===== src/rtl/tsts_pkg.sv =====
// Shared types, constants and control structures for the time-slice task scheduler.
package tsts_pkg;

    // Slot table geometry.
    localparam int NUM_SLOTS   = 8;
    localparam int SLOT_W      = (NUM_SLOTS > 1) ? $clog2(NUM_SLOTS) : 1;
    localparam int OUT_SLOT_W  = 3;
    localparam int SLEEP_W     = 16;
    localparam int SLICE_W     = 8;
    localparam int CMD_W       = 2;

    localparam logic [SLICE_W-1:0] SLICE_RESET = 8'd10;
    localparam logic [SLICE_W-1:0] SLICE_MAX   = 8'd255;
    localparam logic [SLOT_W-1:0]  LAST_SLOT   = SLOT_W'(NUM_SLOTS - 1);

    // Per-slot scheduling state.
    typedef enum logic [1:0] {
        ST_DEAD     = 2'd0,
        ST_RUNNABLE = 2'd1,
        ST_RUNNING  = 2'd2,
        ST_BLOCKED  = 2'd3
    } slot_state_t;

    // Command codes carried on the input channel.
    typedef enum logic [CMD_W-1:0] {
        CMD_TICK  = 2'd0,
        CMD_SLEEP = 2'd1,
        CMD_EXIT  = 2'd2,
        CMD_FORK  = 2'd3
    } cmd_t;

    // Which slot the datapath touches in the current cycle.
    typedef enum logic [1:0] {
        ADDR_WALK = 2'd0,
        ADDR_CUR  = 2'd1,
        ADDR_PICK = 2'd2
    } addr_sel_t;

    // Commands from the controller to the datapath.
    typedef struct packed {
        logic              idle;
        logic              load;
        logic              prep;
        logic              walk;
        logic              slice;
        logic              pick;
        logic              fork_step;
        logic              finish;
        addr_sel_t         addr_sel;
        logic [SLOT_W-1:0] walk_idx;
    } dp_ctl_t;

    // Status from the datapath to the controller.
    typedef struct packed {
        cmd_t cmd;
        logic dead_here;
        logic expired;
        logic out_busy;
    } dp_status_t;

endpackage


===== src/rtl/time_slice_task_scheduler.sv =====
// A tick walks the slot table, one slot per cycle, then updates the current slot's
// slice and, when it expires, picks the highest runnable slot; sleep and exit first
// mark the current slot, and a fork scans for the first dead slot. A new command is
// accepted only while idle, once the previous result is in the output register.
// Reset (aresetn low, synchronous): slot 0 running, other slots dead, counters zero,
// slice length 10, no result pending.
module time_slice_task_scheduler
    import tsts_pkg::*;
(
    input  logic        aclk,
    input  logic        aresetn,
    // Input channel.
    input  logic        s_tvalid,
    output logic        s_tready,
    input  logic [15:0] s_tdata,  // [15:0] sleep_ticks
    input  logic [1:0]  s_tuser,  // [1:0] cmd
    // Result channel.
    output logic        m_tvalid,
    input  logic        m_tready,
    output logic [7:0]  m_tdata,  // [2:0] running_slot, [5:3] child_slot, [7:6] zero
    output logic [1:0]  m_tuser,  // [0] switched, [1] fork_ok
    // Slice length register.
    input  logic        cfg_we,
    input  logic [7:0]  cfg_wdata
);

    dp_ctl_t               ctl;
    dp_status_t            status;
    logic [OUT_SLOT_W-1:0] run_slot, child_slot;
    logic                  switched, fork_ok;

    tsts_ctrl u_ctrl (
        .aclk     (aclk),
        .aresetn  (aresetn),
        .s_tvalid (s_tvalid),
        .s_tready (s_tready),
        .status   (status),
        .ctl      (ctl)
    );

    tsts_dp u_dp (
        .aclk             (aclk),
        .aresetn          (aresetn),
        .ctl              (ctl),
        .status           (status),
        .in_cmd           (s_tuser),
        .in_ticks         (s_tdata),
        .cfg_we           (cfg_we),
        .cfg_wdata        (cfg_wdata),
        .out_valid        (m_tvalid),
        .out_ready        (m_tready),
        .out_running_slot (run_slot),
        .out_switched     (switched),
        .out_fork_ok      (fork_ok),
        .out_child_slot   (child_slot)
    );

    // Pack the result fields.
    assign m_tdata = {2'b00, child_slot, run_slot};
    assign m_tuser = {fork_ok, switched};

endmodule


===== src/rtl/tsts_ctrl.sv =====
// Sequencing state machine for the time-slice task scheduler.
module tsts_ctrl
    import tsts_pkg::*;
(
    input  logic       aclk,
    input  logic       aresetn,
    input  logic       s_tvalid,
    output logic       s_tready,
    input  dp_status_t status,
    output dp_ctl_t    ctl
);

    typedef enum logic [6:0] {
        S_IDLE  = 7'b0000001,
        S_PREP  = 7'b0000010,
        S_WALK  = 7'b0000100,
        S_SLICE = 7'b0001000,
        S_PICK  = 7'b0010000,
        S_FORK  = 7'b0100000,
        S_DONE  = 7'b1000000
    } ctrl_state_t;

    ctrl_state_t       state_reg, state_next;
    logic [SLOT_W-1:0] idx_reg, idx_next;
    logic              accept;

    assign accept   = (state_reg == S_IDLE) && s_tvalid;
    assign s_tready = (state_reg == S_IDLE);

    // Next-state and walk counter logic.
    always_comb begin
        state_next = state_reg;
        idx_next   = idx_reg;
        unique case (state_reg)
            S_IDLE: begin
                idx_next = '0;
                if (s_tvalid) begin
                    unique case (status.cmd)
                        CMD_TICK:  state_next = S_WALK;
                        CMD_SLEEP,
                        CMD_EXIT:  state_next = S_PREP;
                        CMD_FORK:  state_next = S_FORK;
                        default:   state_next = S_WALK;
                    endcase
                end
            end
            S_PREP: state_next = S_WALK;
            S_WALK: begin
                idx_next = idx_reg + 1'b1;
                if (idx_reg == LAST_SLOT) begin
                    state_next = S_SLICE;
                end
            end
            S_SLICE: state_next = status.expired ? S_PICK : S_DONE;
            S_PICK:  state_next = S_DONE;
            S_FORK: begin
                idx_next = idx_reg + 1'b1;
                if (status.dead_here || (idx_reg == LAST_SLOT)) begin
                    state_next = S_DONE;
                end
            end
            S_DONE: begin
                if (!status.out_busy) begin
                    state_next = S_IDLE;
                end
            end
            default: state_next = S_IDLE;
        endcase
    end

    // Command outputs to the datapath.
    always_comb begin
        ctl.idle      = (state_reg == S_IDLE);
        ctl.load      = accept;
        ctl.prep      = (state_reg == S_PREP);
        ctl.walk      = (state_reg == S_WALK);
        ctl.slice     = (state_reg == S_SLICE);
        ctl.pick      = (state_reg == S_PICK);
        ctl.fork_step = (state_reg == S_FORK);
        ctl.finish    = (state_reg == S_DONE) && !status.out_busy;
        ctl.walk_idx  = idx_reg;
        unique case (state_reg)
            S_PREP,
            S_SLICE: ctl.addr_sel = ADDR_CUR;
            S_PICK:  ctl.addr_sel = ADDR_PICK;
            default: ctl.addr_sel = ADDR_WALK;
        endcase
    end

    always_ff @(posedge aclk) begin
        if (!aresetn) begin
            state_reg <= S_IDLE;
            idx_reg   <= '0;
        end else begin
            state_reg <= state_next;
            idx_reg   <= idx_next;
        end
    end

    // The state register always holds exactly one active state.
    a_state_onehot: assert property (@(posedge aclk) disable iff (!aresetn)
        $onehot(state_reg))
        else $error("controller state is not one-hot");

    // A finished result waits while the previous one has not been taken.
    a_done_holds: assert property (@(posedge aclk) disable iff (!aresetn)
        (state_reg == S_DONE) && status.out_busy |=> (state_reg == S_DONE))
        else $error("result completed while output register was full");

    // A walk always starts from slot zero.
    a_walk_start: assert property (@(posedge aclk) disable iff (!aresetn)
        accept |=> (idx_reg == '0))
        else $error("walk counter not cleared on a new transaction");

endmodule


===== src/rtl/tsts_dp.sv =====
// Slot table, pick logic and result register for the time-slice task scheduler.
module tsts_dp
    import tsts_pkg::*;
(
    input  logic                  aclk,
    input  logic                  aresetn,
    input  dp_ctl_t               ctl,
    output dp_status_t            status,
    input  logic [CMD_W-1:0]      in_cmd,
    input  logic [SLEEP_W-1:0]    in_ticks,
    input  logic                  cfg_we,
    input  logic [SLICE_W-1:0]    cfg_wdata,
    output logic                  out_valid,
    input  logic                  out_ready,
    output logic [OUT_SLOT_W-1:0] out_running_slot,
    output logic                  out_switched,
    output logic                  out_fork_ok,
    output logic [OUT_SLOT_W-1:0] out_child_slot
);

    // Slot table, one entry touched per cycle.
    slot_state_t       state_reg [NUM_SLOTS];
    slot_state_t       state_next[NUM_SLOTS];
    logic [SLEEP_W-1:0] sleep_reg [NUM_SLOTS];
    logic [SLEEP_W-1:0] sleep_next[NUM_SLOTS];
    logic [SLICE_W-1:0] slice_reg [NUM_SLOTS];
    logic [SLICE_W-1:0] slice_next[NUM_SLOTS];

    // Per-transaction working registers.
    cmd_t               cmd_reg, cmd_next;
    logic [SLEEP_W-1:0] ticks_reg, ticks_next;
    logic [SLOT_W-1:0]  cur_reg, cur_next;
    logic [SLOT_W-1:0]  pick_reg, pick_next;
    logic               switched_reg, switched_next;
    logic               fork_ok_reg, fork_ok_next;
    logic [SLOT_W-1:0]  child_reg, child_next;
    logic [SLICE_W-1:0] slice_len_reg;

    // Output register.
    logic                  m_valid_reg;
    logic [OUT_SLOT_W-1:0] m_run_reg, m_child_reg;
    logic                  m_sw_reg, m_fork_reg;

    logic [SLOT_W-1:0]  addr;
    slot_state_t        st;
    logic [SLEEP_W-1:0] sl;
    logic [SLICE_W-1:0] sc;
    logic [SLEEP_W-1:0] sl_dec;
    slot_state_t        walk_st;
    logic [SLICE_W-1:0] sc_inc;
    logic               expired;

    // Address selection and read of the addressed entry.
    always_comb begin
        case (ctl.addr_sel)
            ADDR_CUR:  addr = cur_reg;
            ADDR_PICK: addr = pick_reg;
            default:   addr = ctl.walk_idx;
        endcase
        st      = state_reg[addr];
        sl      = sleep_reg[addr];
        sc      = slice_reg[addr];
        sl_dec  = sl - 1'b1;
        walk_st = st;
        if (st == ST_BLOCKED && sl_dec == '0) begin
            walk_st = ST_RUNNABLE;
        end
        sc_inc  = (sc == SLICE_MAX) ? sc : sc + 1'b1;
        expired = (sc_inc >= slice_len_reg);
    end

    assign status.cmd       = (ctl.idle) ? cmd_t'(in_cmd) : cmd_reg;
    assign status.dead_here = (st == ST_DEAD);
    assign status.expired   = expired;
    assign status.out_busy  = m_valid_reg && !out_ready;

    // Slot table and working register updates.
    always_comb begin
        state_next    = state_reg;
        sleep_next    = sleep_reg;
        slice_next    = slice_reg;
        cmd_next      = cmd_reg;
        ticks_next    = ticks_reg;
        cur_next      = cur_reg;
        pick_next     = pick_reg;
        switched_next = switched_reg;
        fork_ok_next  = fork_ok_reg;
        child_next    = child_reg;

        if (ctl.load) begin
            cmd_next      = cmd_t'(in_cmd);
            ticks_next    = in_ticks;
            pick_next     = '0;
            switched_next = 1'b0;
            fork_ok_next  = 1'b0;
            child_next    = '0;
        end

        // Sleep or exit marks the current slot and forces its slice to expire.
        if (ctl.prep) begin
            if (cmd_reg == CMD_SLEEP) begin
                state_next[addr] = ST_BLOCKED;
                sleep_next[addr] = ticks_reg;
            end else begin
                state_next[addr] = ST_DEAD;
            end
            slice_next[addr] = slice_len_reg;
        end

        // Countdown of blocked slots; remember the highest runnable slot.
        if (ctl.walk) begin
            if (st == ST_BLOCKED) begin
                sleep_next[addr] = sl_dec;
            end
            state_next[addr] = walk_st;
            if (walk_st == ST_RUNNABLE) begin
                pick_next = addr;
            end
        end

        // Slice accounting of the current slot.
        if (ctl.slice) begin
            if (!expired) begin
                slice_next[addr] = sc_inc;
            end else begin
                slice_next[addr] = '0;
                switched_next    = 1'b1;
                if (pick_reg == addr) begin
                    state_next[addr] = ST_RUNNING;
                end else if (st == ST_RUNNING) begin
                    state_next[addr] = ST_RUNNABLE;
                end
            end
        end

        // The picked slot takes over.
        if (ctl.pick) begin
            state_next[addr] = ST_RUNNING;
            cur_next         = addr;
        end

        // Fork claims the first dead slot found.
        if (ctl.fork_step && st == ST_DEAD) begin
            state_next[addr] = ST_RUNNABLE;
            slice_next[addr] = '0;
            sleep_next[addr] = '0;
            fork_ok_next     = 1'b1;
            child_next       = addr;
        end
    end

    always_ff @(posedge aclk) begin
        if (!aresetn) begin
            for (int i = 0; i < NUM_SLOTS; i++) begin
                state_reg[i] <= (i == 0) ? ST_RUNNING : ST_DEAD;
                sleep_reg[i] <= '0;
                slice_reg[i] <= '0;
            end
            cur_reg       <= '0;
            slice_len_reg <= SLICE_RESET;
            m_valid_reg   <= 1'b0;
        end else begin
            state_reg <= state_next;
            sleep_reg <= sleep_next;
            slice_reg <= slice_next;
            cur_reg   <= cur_next;
            if (cfg_we) begin
                slice_len_reg <= cfg_wdata;
            end
            if (ctl.finish) begin
                m_valid_reg <= 1'b1;
            end else if (out_ready) begin
                m_valid_reg <= 1'b0;
            end
        end
    end

    // Working and result payload registers.
    always_ff @(posedge aclk) begin
        cmd_reg      <= cmd_next;
        ticks_reg    <= ticks_next;
        pick_reg     <= pick_next;
        switched_reg <= switched_next;
        fork_ok_reg  <= fork_ok_next;
        child_reg    <= child_next;
        if (ctl.finish) begin
            m_run_reg   <= OUT_SLOT_W'(cur_reg);
            m_sw_reg    <= switched_reg;
            m_fork_reg  <= fork_ok_reg;
            m_child_reg <= OUT_SLOT_W'(child_reg);
        end
    end

    assign out_valid        = m_valid_reg;
    assign out_running_slot = m_run_reg;
    assign out_switched     = m_sw_reg;
    assign out_fork_ok      = m_fork_reg;
    assign out_child_slot   = m_child_reg;

    // Between transactions the current slot is always the one marked running.
    a_cur_running: assert property (@(posedge aclk) disable iff (!aresetn)
        ctl.idle |-> (state_reg[cur_reg] == ST_RUNNING))
        else $error("current slot is not in the running state");

    // A fork never runs a tick, so it never reports a switch.
    a_fork_no_switch: assert property (@(posedge aclk) disable iff (!aresetn)
        ctl.finish && fork_ok_reg |-> !switched_reg)
        else $error("fork reported a slot switch");

    // The current slot changes only through a pick.
    a_cur_by_pick: assert property (@(posedge aclk) disable iff (!aresetn)
        !ctl.pick |=> $stable(cur_reg))
        else $error("current slot changed outside a pick");

endmodule

===== config.mk =====
export PLATFORM = sky130hd
export DESIGN_NAME = time_slice_task_scheduler
export DESIGN_NICKNAME = d
export VERILOG_FILES = /design/src/rtl/tsts_pkg.sv /design/src/rtl/time_slice_task_scheduler.sv /design/src/rtl/tsts_ctrl.sv /design/src/rtl/tsts_dp.sv
export SDC_FILE = /design/constraint.sdc
export NUM_CORES = 1
export LEC_CHECK = 0
export ABC_CLOCK_PERIOD_IN_PS = 8400
export BUFFER_PORTS_ARGS = -buffer_cell sky130_fd_sc_hd__buf_4
export CORE_MARGIN = 2
export CORE_UTILIZATION = 59
export DETAILED_ROUTE_END_ITERATION = 7
export GPL_TIMING_DRIVEN = 0
export PLACE_DENSITY = 0.76
export SYNTH_ARGS = -nofsm -noshare
export SYNTH_HDL_FRONTEND = slang
export SYNTH_SLANG_ARGS = --single-unit

===== constraint.sdc =====
create_clock -name aclk -period 8.4 [get_ports aclk]
set_input_delay 1.26 -clock aclk [delete_from_list [all_inputs] [get_ports aclk]]
set_output_delay 1.26 -clock aclk [all_outputs]
set_load 0.1 [all_outputs]

# After elaboration in Yosys (flattened, before gate mapping)
# Index checks and enable logic that the tools add are counted.
[totals]
ff_bits = 264
input_bits = 31
elab_cells = 167
out_inout_bits = 12
[classes]
bitwise_logic = 19
order_cmp = 3
n_mux = 61
n_reduce_logical = 19
n_addsub = 3
n_eq_ne = 23
[op_table]
columns = ["op", "count"]
rows = [
  ["128-bit 2-to-1 mux", 5],
  ["128-bit bitwise mux", 2],
  ["64-bit 2-to-1 mux", 4],
  ["16-bit 2-to-1 mux", 12],
  ["128-bit AND", 1],
  ["64-bit AND", 2],
  ["64-bit bitwise mux", 2],
  ["128-bit inverter", 1],
  ["64-bit inverter", 1],
  ["7-bit one-hot mux with 7 select lines", 1],
  ["16-bit binary-select mux with 3-bit select", 1],
  ["16-bit demux with 3-bit select", 1],
  ["7-bit 2-to-1 mux", 5],
  ["8-bit AND", 4],
  ["8-bit 2-to-1 mux", 4],
  ["8-bit bitwise OR", 4],
  ["8-bit binary-select mux with 3-bit select", 1],
  ["8-bit demux with 3-bit select", 1],
  ["7-bit one-hot mux with 3 select lines", 1],
  ["16-bit AND", 1],
  ["16-bit bitwise mux", 1],
  ["16-bit logical NOT", 1],
  ["16-bit inverter", 1],
  ["8-bit inverter", 2],
  ["36 further kinds", 69],
]

# Depth between registers and ports, before layout
# Gate-level depths: netlist (run 1).
[logic_depth]
ltp_word = 25
mapped_depth = 33
depth_no_buf = 28

# Hierarchy
# A second synthesis (run 1) with hierarchy kept.
[hier_totals]
hier_cells = 1558
area_unflattened_um2 = 14443.9
[by_module_without_submodules]
columns = ["mod", "cells_per_inst", "instances", "seq_area_each_um2", "area_each_um2"]
rows = [
  ["tsts_dp", 1470, 1, 5375.2, 13735.7],
  ["tsts_ctrl", 83, 1, 200.2, 674.4],
  ["time_slice_task_scheduler", 5, 1, 0.0, 33.8],
]

# Worst setup path before layout (run 1)
# No wires, ideal clock.
[synth_path]
path_kind = "register to register"
from = "register u_ctrl.state_reg[0]"
to = "register u_dp.slice_reg[18] (netlist bit)"
t_required_ns = 8.341
path_slack_ns = 1.571
stages_incl_launch_ff = 31
synth_period_minus_slack_ns = 6.829
arrival_time_ns = 6.770
setup_ns = 0.059
n_path_buf = 4
path_cell_list = "dfxtp_1 -> nor3_1 -> nand2_1 -> nor3b_1 -> clkinv_1 -> ha_1 -> buf_2 -> a221oi_2 -> nor2_4 -> buf_4 -> buf_2 -> nand2_1 -> o22ai_1 -> a221oi_1 -> ha_1 -> inv_1 -> a211o_1 -> nand4bb_1 -> xnor2_1 -> ha_1 -> nand2b_1 -> a21o_1 -> a21o_1 -> a21o_1 -> a21o_1 -> a21oi_1 -> o21a_1 -> clkbuf_1 -> a21oi_1 -> a21oi_1 -> o221a_2"
[synth_via]
elab_chain_len = 17
word_cells_on_any_way = 36
classes_between = "add/sub: 1; order compare: 3; eq/ne: 7; mux: 17; bitwise: 4; reduce/logical: 4"
[synth_rtl]
columns = ["item", "line", "source"]
rows = [
  ["start: declaration", "tsts_ctrl.sv:23", "ctrl_state_t state_reg, state_next;"],
  ["start signal: assignment", "tsts_ctrl.sv:95", "state_reg <= state_next;"],
  ["parallel branches: the longest is 16 deep, another holds 8-bit by 1-bit adder with 8-bit output", "--", ""],
  ["64-bit 2-to-1 mux (*)", "tsts_dp.sv:143", "if (ctl.fork_step && st == ST_DEAD) begin"],
  ["end signal: assignment", "tsts_dp.sv:165", "slice_reg <= slice_next;"],
  ["end: declaration", "tsts_dp.sv:26", "logic [SLICE_W-1:0] slice_reg [NUM_SLOTS];"],
]
# Mark *: on every way between the ends. The select of a mux whose other input is x is not followed.
# A chain may end at the register's enable or synchronous reset.

# Worst setup path after layout (run 1)
[layout_path]
from = "register u_ctrl.state_reg[0]"
to = "register u_dp.state_reg[2] (netlist bit)"
[layout_via]
elab_chain_len = 25
word_cells_on_any_way = 56
classes_between = "add/sub: 2; order compare: 3; eq/ne: 11; mux: 25; bitwise: 9; reduce/logical: 6"
[layout_rtl]
columns = ["item", "line", "source"]
rows = [
  ["parallel branches: the longest is 24 deep, another holds 16-bit by 1-bit subtractor with 16-bit output", "--", ""],
  ["16-bit 2-to-1 mux (*)", "tsts_dp.sv:143", ""],
  ["end signal: indexed assignment", "tsts_dp.sv:155", "state_reg[i] <= (i == 0) ? ST_RUNNING : ST_DEAD;"],
  ["end signal: assignment", "tsts_dp.sv:163", "state_reg <= state_next;"],
  ["end: declaration", "tsts_dp.sv:22", "slot_state_t state_reg [NUM_SLOTS];"],
]
# Marks and branches as above.

==> reports/metrics.yaml, run 1 <==
outcome: "completed"
setup_viol: 0
start_util_pct: 60.1
dpl_cell_area_um2: 14800
power_density_nw_per_um2: 301
die_w_um: 159
vdd_drop_max_mv: 0.298
synth_edf_count: 29
clkPwrFrac_pct: 28.2
fmaxAchievable_ghz: 0.124
grtUsageMet1_pct: 58.1
tightestPinTransition_ns: 1.33
startpoint: "u_ctrl.state_reg[0]$_SDFFE_PN1P_"
rsz0062_at_grt: "false"
dr.pass1.iters: 7
synth_warnings: 0
synth_seq_cells: 264
maxCapViolCount: 0
totalWireLength_mm: 52.9
drive_above_1_share_pct: 15.5
ys_seq_area_share_pct: 39.4
start_kind: "flip-flop"
die_area_um2: 25200
total_power_mw: 4.79
stdcell_area_um2: 15900
p_sw_mw: 2.13
num_rows: 56
r2r_start: "u_ctrl.state_reg[0]$_SDFFE_PN1P_"
netlist_instances: 1547
final_common_cell: "a211oi_1"
crit_end: "u_dp.state_reg[2]$_SDFF_PN0_"
insertion_delay_ns: 0.56
busiest_layer: "met1"
syn_to_final_growth_pct: 12.6
path_clk_slew_ns: 0.07
clock_path_buffers: 3
crit_family: "simple AND/OR/NAND/NOR gates"
crit_cells: 32
pwr-share-comb_pct: 43.3
die_h_um: 159
synth.cell_area_um2: 14100
met3_usage_pct: 11.6
hp-class: "reg -> reg"
cts-root-buf: "clkbuf_16"
drtIter0Drc: 2250
syn_avg_cell_area_um2: 9.15
cp.required_ns: 8.86
first_global_vias: 13200
ant_nets: 0
grt_pass1_wl_mm: 79.2
crit_path_end_kind: "flip-flop"
htree_levels: 1
tritoncts: "built"
utilization_pct: 67.7
clock_sinks: 264
via_per_inst: 7.13
post-route-period-util_pct: 95.8
hold_viol_final: 0
yosys.cell_types.count: 89
power_frac_seq_pct: 28.5
synth_top_area_share_pct: 33.2
wl_per_cell_um: 27.0
synth_top_flop_cell: "dfxtp_1"
slowest_stage: "nor3b_1"
crit_top_cell: "a21o_1"
track_usage_pct: 40.3
reg2reg_slack_ns: 0.35
relSlewSlack_pct: 10.5
gr-usage-met2_pct: 56.3
reg2reg_depth: 32
critPathArrivalTime_ns: 8.50
tns_ns: 0
worstReg2RegEnd: "u_dp.state_reg[2]$_SDFF_PN0_"
grt_max_degree: 20
antenna_found_initial: 0
crit_path_max_fanout: 10
core_um2: 23500
dp_hpwl_mm: 38.0
cts_hold_buf: 0
cp.buffers_inverters: 8
p_leak_nw: 5.69
largest_register_ffs: 128
antenna_cells: 0
yosysTopAreaCell: "dfxtp_1"
async_flop_share_pct: 0
slew_viol_final: 0
post-route-drc-count: 0
synthTopCellsByArea: "dfxtp_1 (33%), a211oi_1 (13%), edfxtp_1 (6.2%)"
fin_crit_ns: 8.05
cts_inserted_buffers: 29
path_class: "reg -> reg"
final_cell_mix: "a211oi_1 (248), dfxtp_1 (235), nor2b_1 (119), nor2_1 (108), a21oi_1 (96)"
nets: 1667
io_buffers: 38
fin_worst_skew_ns: 0.0190
routabilityCongestion: 1.04
overflow: 0
internal_power_mw: 2.66
timing.critical_path.slowest_cell_delay_ns: 0.45
pin_count: 43
vias: 14000
p_sw_share_pct: 44.4
==> cells by family after synthesis <==
| group | count (synthesis) | share of synthesized area (%) |
|---|---|---|
| muxes | 77 | 7.34 |
| other | 1 | 0.0265 |
| xor gates and xnor gates | 18 | 1.27 |
| DFF | 264 | 39.4 |
| and+or+nand+nor | 436 | 16.3 |
| buffers and inverters | 159 | 4.77 |
| adders and majority gates | 17 | 1.50 |
| AOI/OAI and AO/OA | 575 | 29.4 |
==> per-stage QoR <==
stage / hold slack [ns] / cells / worst slack [ns]
4_1_cts: 0.421 / 1956 / 0.0896
5_1_grt: 0.442 / 1960 / 0.121
6_report: 0.423 / 1960 / 0.355
2_1_floorplan: 0.400 / 1548 / 1.57
3_5_place_dp: 0.405 / 1905 / -0.961
3_3_place_gp: 0.401 / 1905 / -0.948
==> how the worst min path moves through the flow <==
stage	startpoint	endpoint	slack, ns	cells past startpoint
after global routing	u_dp.child_reg[2]$_SDFFCE_PN0P_	u_dp.out_child_slot[2]$_DFFE_PP_	0.44	0
after global placement	u_dp.child_reg[2]$_SDFFCE_PN0P_	u_dp.out_child_slot[2]$_DFFE_PP_	0.40	0
after floorplan	u_dp.child_reg[0]$_SDFFCE_PN0P_	u_dp.out_child_slot[0]$_DFFE_PP_	0.40	0
final	u_dp.child_reg[2]$_SDFFCE_PN0P_	u_dp.out_child_slot[2]$_DFFE_PP_	0.42	0
after detailed placement	u_dp.child_reg[2]$_SDFFCE_PN0P_	u_dp.out_child_slot[2]$_DFFE_PP_	0.41	0
after CTS	u_dp.child_reg[2]$_SDFFCE_PN0P_	u_dp.out_child_slot[2]$_DFFE_PP_	0.42	0
==> power groups by stage <==
stage | Combinational [mW] | Sequential (mW) | Clock (mW)
4_1_cts | 1.94 | 1.37 | 1.34
3_3_place_gp | 1.90 | 1.39 | 0
3_5_place_dp | 1.92 | 1.39 | 0
6_report | 2.08 | 1.37 | 1.35
5_1_grt | 2.12 | 1.37 | 1.39
2_1_floorplan | 1.25 | 1.38 | 0
==> cells in the mapped netlist, types with 5 or more instances <==
master	n
a32oi_1	13
o22ai_1	7
dfxtp_1	235
a31o_2	5
clkbuf_2	15
nor4_1	5
nand2b_1	7
o221ai_1	9
a221oi_1	5
mux2i_1	25
nor3b_1	5
nor2b_1	119
a21o_1	10
a211oi_1	248
a211oi_2	5
buf_4	6
o221a_1	8
xnor2_1	11
ha_1	17
mux2_2	33
o211ai_1	7
o221a_2	24
nor3_1	14
mux4_2	18
or3_1	5
nor2_1	108
nand2_1	73
and3_1	13
a21oi_1	98
a31oi_1	14
clkbuf_1	90
edfxtp_1	29
nand3_1	54
o21ai_1	15
o21ai_0	67
inv_1	16
buf_2	24
==> routing by layer <==
metal | vias up | part of all wire (%)
met5 | - | 0
li1 | 6034 | -
met3 | 204 | 15
met1 | 6610 | 41
met4 | 0 | 4.5
met2 | 1130 | 40
==> final cells by class <==
cell class	instances	area, um^2
multi-input combinational	1125	7960
timing repair buffer	42	315
inverter	19	75.1
buffer	138	607
sequential	264	5580
clock buffer	44	872
tap	319	399
fill	1942	7610
clock inverter	9	130
==> what timing repair did <==
item	in CTS	in global routing
endpoints found under the hold margin	0	0
endpoints found under the setup margin	76	75
cloned	0	0
pin swaps	1	2
setup buffers	0	4
gates resized for setup	13	5
Note: power is estimated with default switching activity, not from simulation.
==> run 2, diff against run 1 <==
--- a/config.mk
+++ b/config.mk
@@ -5,7 +5,7 @@
 export SDC_FILE = /design/constraint.sdc
 export NUM_CORES = 1
 export LEC_CHECK = 0
-export ABC_CLOCK_PERIOD_IN_PS = 8400
+export ABC_CLOCK_PERIOD_IN_PS = 8200
 export BUFFER_PORTS_ARGS = -buffer_cell sky130_fd_sc_hd__buf_4
 export CORE_MARGIN = 2
 export CORE_UTILIZATION = 59
==> constraint.sdc (replaced) <==
create_clock -name aclk -period 8.2 [get_ports aclk]
set_input_delay 1.23 -clock aclk [delete_from_list [all_inputs] [get_ports aclk]]
set_output_delay 1.23 -clock aclk [all_outputs]
set_load 0.1 [all_outputs]
==> run 2 against run 1 <==
The run now ends with design-rule violations left. Largest power group unchanged. Die area stayed put. Hold slack hardly changed. Wire length is 0.28% higher. Count of clock-buffer cells in the layout stayed put.
==> reports/metrics.yaml, run 2 (synthesized netlist as in run 1, its figures left out) <==
power_density_nw_per_um2: 309  # was 301 nW/um^2
maxCapViolCount: 0  # unchanged
fin_worst_skew_ns: 0.0261  # was 0.0190 ns
setup_viol: 0  # unchanged
drtIter0Drc: 2294  # was 2,250
setup_slack_ns: 0.369  # was 0.355 ns
grt_pass1_wl_mm: 79.3  # was 79.2 mm
reg2reg_slack_ns: 0.37  # was 0.35 ns
hold_viol_final: 0  # unchanged
insertion_delay_ns: 0.57  # was 0.56 ns
start_util_pct: 60.1  # unchanged
ff_latch_area_um2: 5580  # unchanged
syn_to_final_growth_pct: 12.6  # about the same
crit_top_cell: "a21o_1"  # unchanged
path_class: "reg -> reg"  # unchanged
p_leak_nw: 5.68  # was 5.69 nW
hp-class: "reg -> reg"  # unchanged
hold_depth: 0  # unchanged
crit_path_end_kind: "flip-flop"  # unchanged
dr.pass1.iters: 8  # was 7
critPathArrivalTime_ns: 8.27  # was 8.50 ns
r2r_start: "u_ctrl.state_reg[2]$_SDFFE_PN0P_"  # was u_ctrl.state_reg[0]$_SDFFE_PN1P_
pwr-share-comb_pct: 43.4  # was 43.3%
cts-root-buf: "clkbuf_16"  # unchanged
vdd_drop_max_mv: 0.306  # was 0.298 mV
p_sw_share_pct: 44.6  # was 44.4%
totalWireLength_mm: 53.1  # was 52.9 mm
cts_hold_buf: 0  # unchanged
pin_count: 43  # unchanged
overflow: 0  # unchanged
hold_path.startpoint: "u_dp.child_reg[2]$_SDFFCE_PN0P_"  # unchanged
first_global_vias: 13200  # about the same
io_buffers: 38  # unchanged
total_power_mw: 4.92  # was 4.79 mW
antenna_found_initial: 0  # unchanged
crit_path_max_fanout: 10  # unchanged
timing.critical_path.slowest_cell_delay_ns: 0.40  # was 0.45 ns
hold_end: "u_dp.out_child_slot[2]$_DFFE_PP_"  # unchanged
path_clk_slew_ns: 0.06  # was 0.07 ns
p_sw_mw: 2.19  # was 2.13 mW
dpl_cell_area_um2: 14800  # unchanged
reg2reg_depth: 32  # unchanged
num_rows: 56  # unchanged
worstReg2RegEnd: "u_dp.state_reg[6]$_SDFF_PN0_"  # was u_dp.state_reg[2]$_SDFF_PN0_
largest_register_ffs: 128  # unchanged
tns_ns: 0  # unchanged
power_frac_seq_pct: 28.5  # about the same
internal_power_mw: 2.73  # was 2.66 mW
slew_viol_final: 0  # unchanged
drive_above_1_share_pct: 15.5  # about the same
vias: 14000  # about the same
final_common_cell: "a211oi_1"  # unchanged
nets: 1666  # was 1,667
post-route-period-util_pct: 95.5  # was 95.8%
wl_per_cell_um: 27.1  # was 27.0 um
ant_nets: 0  # unchanged
die_h_um: 159  # unchanged
dp_hpwl_mm: 38.0  # unchanged
start_kind: "flip-flop"  # unchanged
fin_crit_ns: 7.83  # was 8.05 ns
grt_max_degree: 20  # unchanged
fmaxAchievable_ghz: 0.128  # was 0.124 GHz
outcome: "finished, violations left"  # was completed
core_um2: 23500  # unchanged
cp.required_ns: 8.64  # was 8.86 ns
routabilityCongestion: 1.04  # unchanged
multi_input_area_um2: 7970  # was 7960 um^2
via_per_inst: 7.14  # was 7.13
clkPwrFrac_pct: 28.2  # about the same
dp_cells: 1905  # unchanged
violations: "design-rule violations"
tritoncts: "built"  # unchanged
antenna_cells: 0  # unchanged
stdcell_area_um2: 15900  # about the same
die_w_um: 159  # unchanged
final_cell_mix: "a211oi_1 (248), dfxtp_1 (235), nor2b_1 (119), nor2_1 (108), a21oi_1 (96)"  # unchanged
clock_path_buffers: 3  # unchanged
track_usage_pct: 40.4  # was 40.3%
dp_worst_setup_slack_ns: -1.16  # was -0.961 ns
cts_inserted_buffers: 29  # unchanged
stdcell_count: 1959  # was 1,960
clock_sinks: 264  # unchanged
die_area_um2: 25200  # unchanged
tightestPinTransition_ns: 1.37  # was 1.33 ns
htree_levels: 1  # unchanged
relSlewSlack_pct: 8.69  # was 10.5%
fillers: 1939  # was 1,942
post-route-drc-count: 34  # was 0
rsz0062_at_grt: "false"  # unchanged
slowest_stage: "nor2_4"  # was nor3b_1
-- run 2: changes by cell type in the layout (fill, tap and decap cells not counted) --
cell,delta
buf_4,-1
nor3b_2,+1
nor4_2,+1
nor3b_1,-1
nor4_1,-1
-- run 2: area by class of cell --
class,instances,area share [%]
inverters,19,0.471
well taps,319,2.50
repair buffers,41,1.93
flip-flops and latches,264,35.0
clock inverters,9,0.816
plain buffers,138,3.81
multi-input cells,1125,50.0
clock buffers,44,5.47
-- run 2: power by group through the flow --
stage	clock (mW)	combinational (mW)	sequential, mW
after global placement	0	1.94	1.43
after floorplan	0	1.29	1.42
after global routing	1.42	2.17	1.41
final	1.39	2.13	1.40
after detailed placement	0	1.96	1.43
after CTS	1.38	1.99	1.40
-- run 2: metal layers --
metal	GRT usage (%)	part of all wire, %	vias up
met5	0	0	-
met4	17.5	4.4	0
met3	11.7	15	187
met2	56.1	40	1134
met1	58.1	41	6620
li1	-	-	6038
-- run 2: through the flow --
step,hold WS [ns],util (%)
floorplan,0.400,-
global placement,0.401,63.0
detailed placement,0.405,63.0
global route,0.442,67.7
finish,0.423,67.7
CTS,0.421,67.6
-- run 2: timing repair --
item,4_1_cts,5_1_grt
setup endpoints to repair,83,76
gates resized for setup,14,5
pin swaps,1,1
setup buffers,1,2
hold endpoints to repair,0,0
-- run 2: worst max path at each step --
| stage | cells after the start | end | start | slack (ns) |
|---|---|---|---|---|
| 2_1_floorplan | 30 | u_dp.slice_reg[18]$_SDFF_PN0_ | u_ctrl.state_reg[0]$_SDFFE_PN1P_ | 1.37 |
| 3_3_place_gp | 29 | u_dp.slice_reg[26]$_SDFF_PN0_ | u_ctrl.state_reg[2]$_SDFFE_PN0P_ | -1.15 |
| 3_5_place_dp | 29 | u_dp.slice_reg[2]$_SDFF_PN0_ | u_ctrl.state_reg[0]$_SDFFE_PN1P_ | -1.16 |
| 4_1_cts | 33 | u_dp.state_reg[2]$_SDFF_PN0_ | u_ctrl.state_reg[0]$_SDFFE_PN1P_ | 0.08 |
| 5_1_grt | 32 | u_dp.state_reg[10]$_SDFF_PN0_ | u_ctrl.state_reg[0]$_SDFFE_PN1P_ | 0.11 |
| 6_report | 32 | u_dp.state_reg[6]$_SDFF_PN0_ | u_ctrl.state_reg[2]$_SDFFE_PN0P_ | 0.37 |
-- run 2: worst max-delay path, delay by kind of cell, from the launching register on --
family                   cells  cell delay, ns
AO/OA/AOI/OAI                9            1.76
XOR/XNOR                     1            0.34
adder cells (fa/ha/maj)      3            0.89
buffers and inverters        8            1.75
flip-flops                   1            0.35
multiplexers                 2            0.35
AND/OR/NAND/NOR              9            2.27
